## src/rtl/lpht_pkg.sv

```systemverilog
// ----------------------------------------------------------------------------
// lpht_pkg
// Types and codes shared by the linear probing hash table modules.
// ----------------------------------------------------------------------------
`timescale 1ns / 1ps

package lpht_pkg;

  localparam int unsigned OP_W      = 2;
  localparam int unsigned KEY_W     = 16;
  localparam int unsigned VAL_W     = 16;
  localparam int unsigned STATUS_W  = 2;
  localparam int unsigned SLOT_W    = 4;

  // request codes
  localparam logic [OP_W-1:0] OP_INSERT = 2'd0;
  localparam logic [OP_W-1:0] OP_DELETE = 2'd1;
  localparam logic [OP_W-1:0] OP_SEARCH = 2'd2;

  // response codes
  localparam logic [STATUS_W-1:0] STATUS_OK   = 2'd0;
  localparam logic [STATUS_W-1:0] STATUS_MISS = 2'd1;
  localparam logic [STATUS_W-1:0] STATUS_FULL = 2'd2;

  // slot states
  localparam logic [1:0] ST_EMPTY = 2'd0;
  localparam logic [1:0] ST_USED  = 2'd1;
  localparam logic [1:0] ST_GONE  = 2'd2;

  typedef struct packed {
    logic [OP_W-1:0]  op;
    logic [KEY_W-1:0] key;
    logic [VAL_W-1:0] item_value;
  } req_t;

  typedef struct packed {
    logic [STATUS_W-1:0] status;
    logic [SLOT_W-1:0]   slot;
  } rsp_t;

endpackage

```

## src/rtl/lpht_front.sv

```systemverilog
// ----------------------------------------------------------------------------
// lpht_front
// Accepts requests and works out the home slot, key mod SLOTS, with a
// reciprocal multiply followed by a subtract, then hands it on.
// ----------------------------------------------------------------------------
`timescale 1ns / 1ps

module lpht_front #(
  parameter int unsigned SLOTS = 16,
  localparam int unsigned IdxW = $clog2(SLOTS)
) (
  input  logic                         clk_i,
  input  logic                         rst_ni,
  input  logic                         clear_busy_i,
  input  logic                         in_valid_i,
  output logic                         in_ready_o,
  input  lpht_pkg::req_t               in_data_i,
  output logic                         push_valid_o,
  input  logic                         push_ready_i,
  output logic [lpht_pkg::OP_W-1:0]    op_o,
  output logic [lpht_pkg::VAL_W-1:0]   item_value_o,
  output logic [IdxW-1:0]              home_o
);

  typedef enum logic [1:0] {
    IDLE,
    MUL,
    SUB,
    PUSH
  } state_e;

  // ceil(2^32 / SLOTS), exact quotient for any 16-bit key
  localparam logic [31:0] Recip =
    32'(((64'd1 << 32) + 64'(SLOTS) - 64'd1) / 64'(SLOTS));
  localparam logic [lpht_pkg::KEY_W-1:0] SlotsK = lpht_pkg::KEY_W'(SLOTS);

  state_e                             state_q;
  logic [lpht_pkg::OP_W-1:0]          op_q;
  logic [lpht_pkg::VAL_W-1:0]         val_q;
  logic [lpht_pkg::KEY_W-1:0]         key_q;
  logic [lpht_pkg::KEY_W-1:0]         quot_q;
  logic [IdxW-1:0]                    rem_q;
  logic [lpht_pkg::KEY_W+31:0]        prod;
  logic [lpht_pkg::KEY_W-1:0]         rem_full;

  assign prod     = key_q * Recip;
  assign rem_full = key_q - quot_q * SlotsK;

  always_ff @(posedge clk_i or negedge rst_ni) begin
    if (!rst_ni) begin
      state_q <= IDLE;
      quot_q  <= '0;
      rem_q   <= '0;
    end else begin
      case (state_q)
        IDLE: begin
          if (in_valid_i && in_ready_o) begin
            op_q    <= in_data_i.op;
            val_q   <= in_data_i.item_value;
            key_q   <= in_data_i.key;
            state_q <= MUL;
          end
        end
        MUL: begin
          quot_q  <= prod[lpht_pkg::KEY_W+31 -: lpht_pkg::KEY_W];
          state_q <= SUB;
        end
        SUB: begin
          rem_q   <= rem_full[IdxW-1:0];
          state_q <= PUSH;
        end
        PUSH: begin
          if (push_ready_i) begin
            state_q <= IDLE;
          end
        end
        default: state_q <= IDLE;
      endcase
    end
  end

  assign in_ready_o   = (state_q == IDLE) && !clear_busy_i;
  assign push_valid_o = (state_q == PUSH);
  assign op_o         = op_q;
  assign item_value_o = val_q;
  assign home_o       = rem_q;

endmodule

```

## src/rtl/lpht_queue.sv

```systemverilog
// ----------------------------------------------------------------------------
// lpht_queue
// Two-entry queue between the front and the probe engine.
// ----------------------------------------------------------------------------
`timescale 1ns / 1ps

module lpht_queue #(
  parameter int unsigned Width = 8
) (
  input  logic             clk_i,
  input  logic             rst_ni,
  input  logic             push_valid_i,
  output logic             push_ready_o,
  input  logic [Width-1:0] push_data_i,
  output logic             pop_valid_o,
  input  logic             pop_ready_i,
  output logic [Width-1:0] pop_data_o
);

  logic [Width-1:0] entry_q [2];
  logic             wr_ptr_q;
  logic             rd_ptr_q;
  logic [1:0]       count_q;
  logic             push;
  logic             pop;

  assign push_ready_o = (count_q != 2'd2);
  assign pop_valid_o  = (count_q != 2'd0);
  assign pop_data_o   = entry_q[rd_ptr_q];
  assign push         = push_valid_i && push_ready_o;
  assign pop          = pop_valid_o && pop_ready_i;

  always_ff @(posedge clk_i) begin
    if (push) begin
      entry_q[wr_ptr_q] <= push_data_i;
    end
  end

  always_ff @(posedge clk_i or negedge rst_ni) begin
    if (!rst_ni) begin
      wr_ptr_q <= 1'b0;
      rd_ptr_q <= 1'b0;
      count_q  <= 2'd0;
    end else begin
      if (push) begin
        wr_ptr_q <= ~wr_ptr_q;
      end
      if (pop) begin
        rd_ptr_q <= ~rd_ptr_q;
      end
      if (push && !pop) begin
        count_q <= count_q + 2'd1;
      end else if (pop && !push) begin
        count_q <= count_q - 2'd1;
      end
    end
  end

endmodule

```

## src/rtl/lpht_back.sv

```systemverilog
// ----------------------------------------------------------------------------
// lpht_back
// Probe engine: walks the slot store one slot per cycle from the home slot,
// updates it and drives the registered response.
// ----------------------------------------------------------------------------
`timescale 1ns / 1ps

module lpht_back #(
  parameter int unsigned SLOTS = 16,
  localparam int unsigned IdxW = $clog2(SLOTS)
) (
  input  logic                         clk_i,
  input  logic                         rst_ni,
  input  logic                         pop_valid_i,
  output logic                         pop_ready_o,
  input  logic [lpht_pkg::OP_W-1:0]    op_i,
  input  logic [lpht_pkg::VAL_W-1:0]   item_value_i,
  input  logic [IdxW-1:0]              home_i,
  output logic                         clear_busy_o,
  output logic                         out_valid_o,
  input  logic                         out_ready_i,
  output lpht_pkg::rsp_t               out_data_o
);

  typedef enum logic [1:0] {
    CLEAR,
    IDLE,
    PROBE
  } state_e;

  state_e                              state_q;
  logic [IdxW-1:0]                     clr_q;
  logic [lpht_pkg::OP_W-1:0]           op_q;
  logic [lpht_pkg::VAL_W-1:0]          val_q;
  logic [IdxW-1:0]                     idx_q;
  logic [IdxW-1:0]                     step_q;
  logic                                out_valid_q;
  lpht_pkg::rsp_t                      out_q;

  logic [1:0]                          st_mem [SLOTS];
  logic [lpht_pkg::VAL_W-1:0]          val_mem [SLOTS];
  logic [1:0]                          st_rd_q;
  logic [lpht_pkg::VAL_W-1:0]          val_rd_q;

  logic [IdxW-1:0]                     idx_inc;
  logic                                last_step;
  logic                                done;
  logic                                st_we;
  logic [1:0]                          st_wdata;
  logic                                val_we;
  logic [lpht_pkg::STATUS_W-1:0]       res_status;
  logic                                term_ok;
  logic                                fire;
  logic [IdxW-1:0]                     rd_addr;
  logic [IdxW-1:0]                     wr_addr;
  logic                                st_wr_en;
  logic [1:0]                          st_wr_data;
  logic [IdxW+lpht_pkg::SLOT_W-1:0]    slot_ext;
  lpht_pkg::rsp_t                      rsp;

  assign idx_inc   = (idx_q == IdxW'(SLOTS - 1)) ? '0 : idx_q + 1'b1;
  assign last_step = (step_q == IdxW'(SLOTS - 1));

  // decision for the slot under test
  always_comb begin
    done       = 1'b0;
    st_we      = 1'b0;
    st_wdata   = lpht_pkg::ST_USED;
    val_we     = 1'b0;
    res_status = lpht_pkg::STATUS_OK;
    case (op_q)
      lpht_pkg::OP_INSERT: begin
        if (st_rd_q != lpht_pkg::ST_USED) begin
          done   = 1'b1;
          st_we  = 1'b1;
          val_we = 1'b1;
        end else if (last_step) begin
          done       = 1'b1;
          res_status = lpht_pkg::STATUS_FULL;
        end
      end
      lpht_pkg::OP_DELETE, lpht_pkg::OP_SEARCH: begin
        if (st_rd_q == lpht_pkg::ST_EMPTY) begin
          done       = 1'b1;
          res_status = lpht_pkg::STATUS_MISS;
        end else if (st_rd_q == lpht_pkg::ST_USED && val_rd_q == val_q) begin
          done = 1'b1;
          if (op_q == lpht_pkg::OP_DELETE) begin
            st_we    = 1'b1;
            st_wdata = lpht_pkg::ST_GONE;
          end
        end else if (last_step) begin
          done       = 1'b1;
          res_status = lpht_pkg::STATUS_MISS;
        end
      end
      default: begin
        done       = 1'b1;
        res_status = lpht_pkg::STATUS_MISS;
      end
    endcase
  end

  assign term_ok = !out_valid_q || out_ready_i;
  assign fire    = (state_q == PROBE) && done && term_ok;

  assign slot_ext   = {{lpht_pkg::SLOT_W{1'b0}}, idx_q};
  assign rsp.status = res_status;
  assign rsp.slot   = (res_status == lpht_pkg::STATUS_OK) ?
                      slot_ext[lpht_pkg::SLOT_W-1:0] : '0;

  always_comb begin
    case (state_q)
      IDLE:    rd_addr = home_i;
      PROBE:   rd_addr = done ? idx_q : idx_inc;
      default: rd_addr = idx_q;
    endcase
  end

  assign wr_addr    = (state_q == CLEAR) ? clr_q : idx_q;
  assign st_wr_en   = (state_q == CLEAR) || (fire && st_we);
  assign st_wr_data = (state_q == CLEAR) ? lpht_pkg::ST_EMPTY : st_wdata;

  // slot state and value stores
  always_ff @(posedge clk_i) begin
    if (st_wr_en) begin
      st_mem[wr_addr] <= st_wr_data;
    end
    st_rd_q <= st_mem[rd_addr];
  end

  always_ff @(posedge clk_i) begin
    if (fire && val_we) begin
      val_mem[idx_q] <= val_q;
    end
    val_rd_q <= val_mem[rd_addr];
  end

  always_ff @(posedge clk_i or negedge rst_ni) begin
    if (!rst_ni) begin
      state_q     <= CLEAR;
      clr_q       <= '0;
      out_valid_q <= 1'b0;
    end else begin
      case (state_q)
        CLEAR: begin
          clr_q <= clr_q + 1'b1;
          if (clr_q == IdxW'(SLOTS - 1)) begin
            state_q <= IDLE;
          end
        end
        IDLE: begin
          if (pop_valid_i) begin
            op_q    <= op_i;
            val_q   <= item_value_i;
            idx_q   <= home_i;
            step_q  <= '0;
            state_q <= PROBE;
          end
        end
        PROBE: begin
          if (!done) begin
            idx_q  <= idx_inc;
            step_q <= step_q + 1'b1;
          end else if (term_ok) begin
            state_q <= IDLE;
          end
        end
        default: state_q <= IDLE;
      endcase
      if (fire) begin
        out_valid_q <= 1'b1;
        out_q       <= rsp;
      end else if (out_ready_i) begin
        out_valid_q <= 1'b0;
      end
    end
  end

  assign pop_ready_o  = (state_q == IDLE);
  assign clear_busy_o = (state_q == CLEAR);
  assign out_valid_o  = out_valid_q;
  assign out_data_o   = out_q;

endmodule

```

## src/rtl/linear_probe_hash_table.sv

```systemverilog
// ----------------------------------------------------------------------------
// linear_probe_hash_table
// Probes: each transaction reads 1 to SLOTS slots, one per cycle in the
//   probe engine.
// Flow: the front takes a new transaction only when done with the last
//   (residue by reciprocal multiply); so does the probe engine.
// Reset: a clear pass marks every slot empty; in_ready_o is low meanwhile.
// ----------------------------------------------------------------------------
`timescale 1ns / 1ps

module linear_probe_hash_table #(
  parameter int unsigned SLOTS = 16
) (
  input  logic           clk_i,
  input  logic           rst_ni,
  input  logic           in_valid_i,
  output logic           in_ready_o,
  input  lpht_pkg::req_t in_data_i,
  output logic           out_valid_o,
  input  logic           out_ready_i,
  output lpht_pkg::rsp_t out_data_o
);

  localparam int unsigned IdxW   = $clog2(SLOTS);
  localparam int unsigned QWidth = lpht_pkg::OP_W + lpht_pkg::VAL_W + IdxW;

  logic                         clear_busy;
  logic                         push_valid;
  logic                         push_ready;
  logic [lpht_pkg::OP_W-1:0]    f_op;
  logic [lpht_pkg::VAL_W-1:0]   f_val;
  logic [IdxW-1:0]              f_home;
  logic                         pop_valid;
  logic                         pop_ready;
  logic [QWidth-1:0]            q_data;

  lpht_front #(
    .SLOTS(SLOTS)
  ) u_front (
    .clk_i        (clk_i),
    .rst_ni       (rst_ni),
    .clear_busy_i (clear_busy),
    .in_valid_i   (in_valid_i),
    .in_ready_o   (in_ready_o),
    .in_data_i    (in_data_i),
    .push_valid_o (push_valid),
    .push_ready_i (push_ready),
    .op_o         (f_op),
    .item_value_o (f_val),
    .home_o       (f_home)
  );

  lpht_queue #(
    .Width(QWidth)
  ) u_queue (
    .clk_i        (clk_i),
    .rst_ni       (rst_ni),
    .push_valid_i (push_valid),
    .push_ready_o (push_ready),
    .push_data_i  ({f_op, f_val, f_home}),
    .pop_valid_o  (pop_valid),
    .pop_ready_i  (pop_ready),
    .pop_data_o   (q_data)
  );

  lpht_back #(
    .SLOTS(SLOTS)
  ) u_back (
    .clk_i        (clk_i),
    .rst_ni       (rst_ni),
    .pop_valid_i  (pop_valid),
    .pop_ready_o  (pop_ready),
    .op_i         (q_data[QWidth-1 -: lpht_pkg::OP_W]),
    .item_value_i (q_data[IdxW +: lpht_pkg::VAL_W]),
    .home_i       (q_data[IdxW-1:0]),
    .clear_busy_o (clear_busy),
    .out_valid_o  (out_valid_o),
    .out_ready_i  (out_ready_i),
    .out_data_o   (out_data_o)
  );

endmodule
```

## config.mk

```make
export PLATFORM = sky130hd
export DESIGN_NAME = linear_probe_hash_table
export DESIGN_NICKNAME = d
export VERILOG_FILES = /design/src/rtl/lpht_pkg.sv /design/src/rtl/lpht_front.sv /design/src/rtl/lpht_queue.sv /design/src/rtl/lpht_back.sv /design/src/rtl/linear_probe_hash_table.sv
export SDC_FILE = /design/constraint.sdc
export NUM_CORES = 1
export LEC_CHECK = 0
export ABC_AREA = 1
export CAP_MARGIN = 10
export CORE_AREA = 2 2 181 183
export CTS_BUF_LIST = sky130_fd_sc_hd__clkbuf_16
export CTS_CLUSTER_SIZE = 14
export DETAILED_ROUTE_END_ITERATION = 10
export DIE_AREA = 0 0 183 185
export DONT_BUFFER_PORTS = 1
export HOLD_SLACK_MARGIN = 0.15
export PLACE_DENSITY = 0.83
export SYNTH_ARGS = -nofsm -noshare
export SYNTH_HDL_FRONTEND = slang
export SYNTH_SLANG_ARGS = --single-unit
```

## constraint.sdc

```tcl
create_clock -name clk_i -period 3.24 [get_ports clk_i]
set_input_delay 0.324 -clock clk_i [delete_from_list [all_inputs] [get_ports clk_i]]
set_output_delay 0.324 -clock clk_i [all_outputs]
set_load 0.02 [all_outputs]
```

Word level (Yosys, flattened, before mapping):

Memories as Yosys holds them, arrays and structs flattened. A register that Yosys moved wholly into a read port is not among the register bits.
Index checks and enable logic that the tools add are counted.

* add/sub/neg operators: 6
* equality and inequality tests: 21
* bitwise operators: 2
* reduce and logical (&&, ||, !) cells: 34
* multiplexer cells: 49

Operator list (number)
* 2-to-1 mux 2 bit: 17
* 2-to-1 mux 4 bit: 6
* one-hot mux 4 bit (2 select lines): 3
* 2-to-1 mux 1 bit: 18
* equality test 16 bit: 1
* adder 4 x 1 -> 4 bit (second input constant): 3
* equality test 4 bit (second input constant): 3
* != test 2 x 1 -> 1 bit (second input constant): 6
* logical AND 1 bit: 11
* logical NOT 2 bit: 5
* AND reduction 3 bit: 3
* equality test 2 x 1 -> 1 bit (second input constant): 4
* equality test 2 bit (second input constant): 4
* one-hot mux 2 bit (4 select lines): 1
* AND reduction 4 bit: 2
* nonzero test 2 bit: 4
* != test 2 bit (second input constant): 3
* one-hot mux 2 bit (3 select lines): 1
* logical NOT 1 bit: 4
* one-hot mux 1 bit (2 select lines): 2
* one-hot mux 2 bit (2 select lines): 1
* AND reduction 2 bit: 2
* subtractor 4 x 1 -> 4 bit (second input constant): 1
* adder 2 x 1 -> 2 bit (second input constant): 1
* other kinds (4): 6

* input port bits: 38
* flip-flop bits (word level): 71
* RAM bits: 332
* output and inout bits: 8
* memories kept: 3

Memories
* u_back.val_mem: depth 16, width 16, read ports 1, clocked after Yosys merged registers in 1, write ports 1, RTL line lpht_back.sv:41 `logic [lpht_pkg::VAL_W-1:0] val_mem [SLOTS];`
* u_queue.entry_q: depth 2, width 22, read ports 1, clocked after Yosys merged registers in 0, write ports 1, RTL line lpht_queue.sv:20 `logic [Width-1:0] entry_q [2];`
* u_back.st_mem: depth 16, width 2, read ports 1, clocked after Yosys merged registers in 1, write ports 1, RTL line lpht_back.sv:40 `logic [1:0] st_mem [SLOTS];`

Logic depth before layout (Yosys ltp):

* depth in word-level cells: 11
* mapped depth: 19

Hierarchy:

A second synthesis with hierarchy kept.

* cells, all modules: 1659
* area total of the unflattened synthesis: 18057.3 um^2

By module, submodules not included
* lpht_back: area an instance 15250.9 um^2, instances 1, cells an instance 1463, sequential area each 10144.7 um^2
* lpht_queue: area an instance 1824.2 um^2, instances 1, cells an instance 143, sequential area each 1421.4 um^2
* lpht_front: area an instance 982.2 um^2, instances 1, cells an instance 53, sequential area each 810.8 um^2

Least setup slack after synthesis:

Ideal clock, no wire load.

* path type: reg2reg
* start point: register u_back.state_q[0]
* end point: register u_front.val_q, in the netlist u_front.item_value_o[0] (enable)
* buffers on the path: 1
* library setup time: 0.457 ns
* stages on the path, launching flop included: 5
* clock period less this slack: 3.542 ns
* arrival: 3.085 ns
* setup slack: -0.302 ns
* cell sequence: dfrtp_1 -> inv_1 -> ha_1 -> clkbuf_1 -> nor4_1

* word-level cells in the longest chain between the ends: 5

Ends and longest elaborated chain
* start, declared: RTL line lpht_back.sv:31 `state_e state_q;`
* start signal, assigned: RTL line lpht_back.sv:141 `state_q <= CLEAR;`
* start signal, assigned: RTL line lpht_back.sv:149 `state_q <= IDLE;`
* start signal, assigned: RTL line lpht_back.sv:158 `state_q <= PROBE;`
* logical NOT 2 bit: RTL line lpht_back.sv:181 `assign clear_busy_o = (state_q == CLEAR);`
* logical NOT 1 bit: RTL line lpht_front.sv:82 `assign in_ready_o = (state_q == IDLE) && !clear_busy_i;`
* logical AND 1 bit: RTL line lpht_front.sv:82
* logical AND 1 bit: RTL line lpht_front.sv:57 `if (in_valid_i && in_ready_o) begin`
* AND reduction 3 bit (no line)
* end signal, assigned: RTL line lpht_front.sv:59 `val_q <= in_data_i.item_value;`
* end, declared: RTL line lpht_front.sv:39 `logic [lpht_pkg::VAL_W-1:0] val_q;`

No other way between the ends.
A chain may end at the register's enable or synchronous reset.

Final worst setup path:

* start point: register u_back.val_q[10] (netlist bit)
* end point: memory u_back.val_mem[6][0] (netlist bit) (enable)

* word-level cells in the longest chain between the ends: 10

Ends and longest elaborated chain
* start, declared: RTL line lpht_back.sv:34 `logic [lpht_pkg::VAL_W-1:0] val_q;`
* start signal, assigned: RTL line lpht_back.sv:155 `val_q <= item_value_i;`
* equality test 16 bit: RTL line lpht_back.sv:86 `end else if (st_rd_q == lpht_pkg::ST_USED && val_rd_q == val_q) begin`
* logical AND 1 bit: RTL line lpht_back.sv:86
* 2-to-1 mux 1 bit: RTL line lpht_back.sv:86
* 2-to-1 mux 1 bit: RTL line lpht_back.sv:83 `if (st_rd_q == lpht_pkg::ST_EMPTY) begin`
* one-hot mux 1 bit (2 select lines): RTL line lpht_back.sv:71 `case (op_q)`
* logical AND 1 bit (2 in series): RTL line lpht_back.sv:105 `assign fire = (state_q == PROBE) && done && term_ok;`
* logical AND 1 bit: RTL line lpht_back.sv:133 `if (fire && val_we) begin`
* 2-to-1 mux 1 bit: RTL line lpht_back.sv:133
* 2-to-1 mux 1 bit (implied by the code): RTL line lpht_back.sv:134 `val_mem[idx_q] <= val_q;`
* end, declared: RTL line lpht_back.sv:41

No other way between the ends.

==> flow_summary.toml <==
[synthesis]
synth_cell_types = 42
synth_cells = 1631
yosys_warnings = 0
synth.area.top_cells = "edfxtp_1 (64%), nand3_1 (9.4%), nand2_1 (7.4%), inv_1 (4.9%), dfrtp_1 (2.4%)"
postSynthAreaPerCell_um2 = 11.0
synth_top_area_share_pct = 64.4
synth_seq_cells = 421
ys_seq_area_share_pct = 68.8
synth_edf_count = 386
syn_area_um2 = 18000
synthFlopType = "edfxtp_1"
synthArstFlopShare_pct = 4.04
synth_nets = 1685
yosysTopAreaCell = "edfxtp_1"

[finish]
post_route_cells_drive_above_1_share_pct = 10.3
instances_no_fill = 2144
design_area_um2 = 20600
fillCellCount = 2182
area_growth_pct = 14.7
fin_nets = 1757
final_util_pct = 64.4
antenna_cells = 0

[critical_path]
critical_path_class = "flop to flop"
cp-end-kind = "flop"
cp-endpoint = "u_back.val_mem[6][0]"
timing.rr.end = "u_back.val_mem[6][0]"
path_cells = "inv_1 > nand2_1 > nand2_1 > nor2_1 > nand2_1 > nor2_1 > buf_4 > nand4_4 > nand2_4 > inv_2 > nor2_1 > nand2_1 > nor3_1 > buf_4 > nand2_1 > nor2_2 > buf_12"
crit_family = "simple AND/OR/NAND/NOR gates"
critPathSlowestCell = "edfxtp_1"
crit_top_cell = "nand2_1"
setup.worst_path.start = "u_back.val_q[10]"
worstPathRequired_ns = 3.49
r2r_slack_ns = 0.10
worstSetupPathDepth = 17
max_stage_delay_ns = 0.59
critPathMaxFanout = 16
start_kind = "flop"
r2r_start = "u_back.val_q[10]"
rr_worst_depth = 17
crit_arrival_ns = 3.39
path_buf_inv = 5

[min_path]
min_from = "in_valid_i"
hp-class = "primary input to flop"

[power]
ir_drop_uv = 934
power_mw = 22.7
p_per_area_nw_per_um2 = 1100
p_leak_nw = 8.46

[drt]
initialDrtViolationCount = 1445
dr.pass1.iters = 6
via_count = 12300
totalWireLength_um = 41900
vias_per_cell = 5.72
ant_nets = 0
drc_errors = 0
avgRoutedWirePerCell_um = 19.6

[clocking]
cts_buffers = 43
post_cts_resized = 0
insertion_delay_ns = 0.56
cts_max_path_buffers = 3
clk_pin_slew_ns = 0.06
cts_tree = "built"
clock_sinks = 421
root_buffer = "clkbuf_16"
htree_levels = 2

[floorplan]
start_util_pct = 56.2
dieWidth_um = 183
die-area_um2 = 33900
top_level_ports = 46
die_y_um = 185
core_um2 = 32000
rows = 66

[run_status]
status = "finished clean"

[timing]
setup_slack_ns = 0.104
hold_viol = 0
finalSetupViolCount = 0
fin_crit_sh_pct = 96.8
max_freq_mhz = 319
fin_skew_ns = 0.0223
fin_crit_ns = 3.14
slew_viol_final = 0
tightest_slew_ns = 1.01
slew_headroom_pct = 32.7

[placement]
gp_congestion = 0.888
place_area_um2 = 19000
io_buffer_count = 0
place_ws_ns = 0.183
dp.cells = 2033
post-dp-hpwl_um = 24500

[global_routing]
antenna_found_initial = 0
gr-total-overflow = 0
grt_use_total_pct = 24.9
first_global_vias = 12300
grt_max_degree = 92
grt_pass1_wl_um = 64500

[job]
cap_violations = 0
worst min-delay path by stage:
stage / endpoint / cells after the start / slack [ns]
5_1_grt: u_front.state_q[1] / 4 / 0.25
4_1_cts: u_front.state_q[1] / 4 / 0.19
6_report: u_front.state_q[1] / 4 / 0.21
2_1_floorplan: u_back.clr_q[0] / 0 / 0.03
3_3_place_gp: u_front.state_q[1] / 0 / 0.03
3_5_place_dp: u_front.state_q[1] / 0 / 0.03
flip-flops by register name, summed over array words and instances, names as in the netlist, 6 cells and up:
signal / flops
u_back.out_data_o: 6
u_back.st_mem: 32
u_back.val_q: 16
u_front.item_value_o: 16
u_queue.entry_q: 44
u_back.val_mem: 256
u_back.val_rd_q: 16
metrics by stage:
| stage | hold slack, ns | setup TNS (ns) |
|---|---|---|
| floorplan | 0.0284 | 0 |
| global placement | 0.0290 | 0 |
| detailed placement | 0.0289 | 0 |
| CTS | 0.190 | 0 |
| global route | 0.251 | -0.00849 |
| finish | 0.212 | 0 |
power by group:
group / leakage, nW / internal [mW] / switching (mW)
Sequential: 3.86 / 6.89 / 0.386
Combinational: 3.92 / 3.34 / 7.49
Clock: 0.679 / 2.59 / 2.03
Total: 8.46 / 12.8 / 9.91
cell usage after synthesis, types with 6 or more instances:
master / number
buf_1: 9
buf_2: 30
a21oi_1: 6
nand3b_1: 36
o21ai_0: 18
clkbuf_1: 26
edfxtp_1: 386
nand2_1: 357
inv_1: 234
xor2_1: 7
ha_1: 16
nand3_1: 337
dfrtp_1: 17
nor2_1: 78
dfxtp_1: 18
per-layer routing:
layer	track usage, %	wire length (µm)	share of wire (%)
met5	0	0	0
met4	11.4	1740	4.2
met3	3.89	3860	9.2
met2	44.0	21200	51
met1	30.4	15100	36
layout make-up:
class | instances | area (µm²) | area share [%]
repair buffers | 100 | 1110 | 5.37
well taps | 408 | 510 | 2.47
clock inverters | 35 | 238 | 1.15
inverters | 240 | 901 | 4.36
flip-flops and latches | 421 | 12400 | 60.0
multi-input cells | 897 | 4430 | 21.5
clock buffers | 43 | 1080 | 5.21
worst register-to-register path: cells and delay by family (launching register included):
| kind | cells | cell delay [ns] |
|---|---|---|
| AND/OR/NAND/NOR | 12 | 1.55 |
| flip-flops | 1 | 0.59 |
| buffers and inverters | 5 | 0.68 |
cell families after synthesis:
kind of cell             share of synthesized area [%]
AND/OR/NAND/NOR                                   21.0
flip-flops                                        68.8
AO/OA/AOI/OAI                                     1.16
adder cells (fa/ha/maj)                           1.11
multiplexers                                     0.362
XOR/XNOR                                         0.584
buffers and inverters                             6.97
layout by cell type (no fill, tap or decap), types with 17 or more instances in the layout:
cell type and n:
nor2_2 19, nand3_1 337, inv_1 243, nor2_1 60
buf_12 24, nand3b_1 36, o21ai_0 18, clkbuf_16 43
buf_4 51, nand2_1 356, dfrtp_1 17, edfxtp_1 386
dlygate4sd3_1 24, dfxtp_1 18
what timing repair did:
item | in CTS | in global routing
endpoints found under the hold margin | 40 | 0
setup buffers | 0 | 9
hold buffers | 24 | 0
setup endpoints to repair | 0 | 258
(Power assumes the default switching activity.)
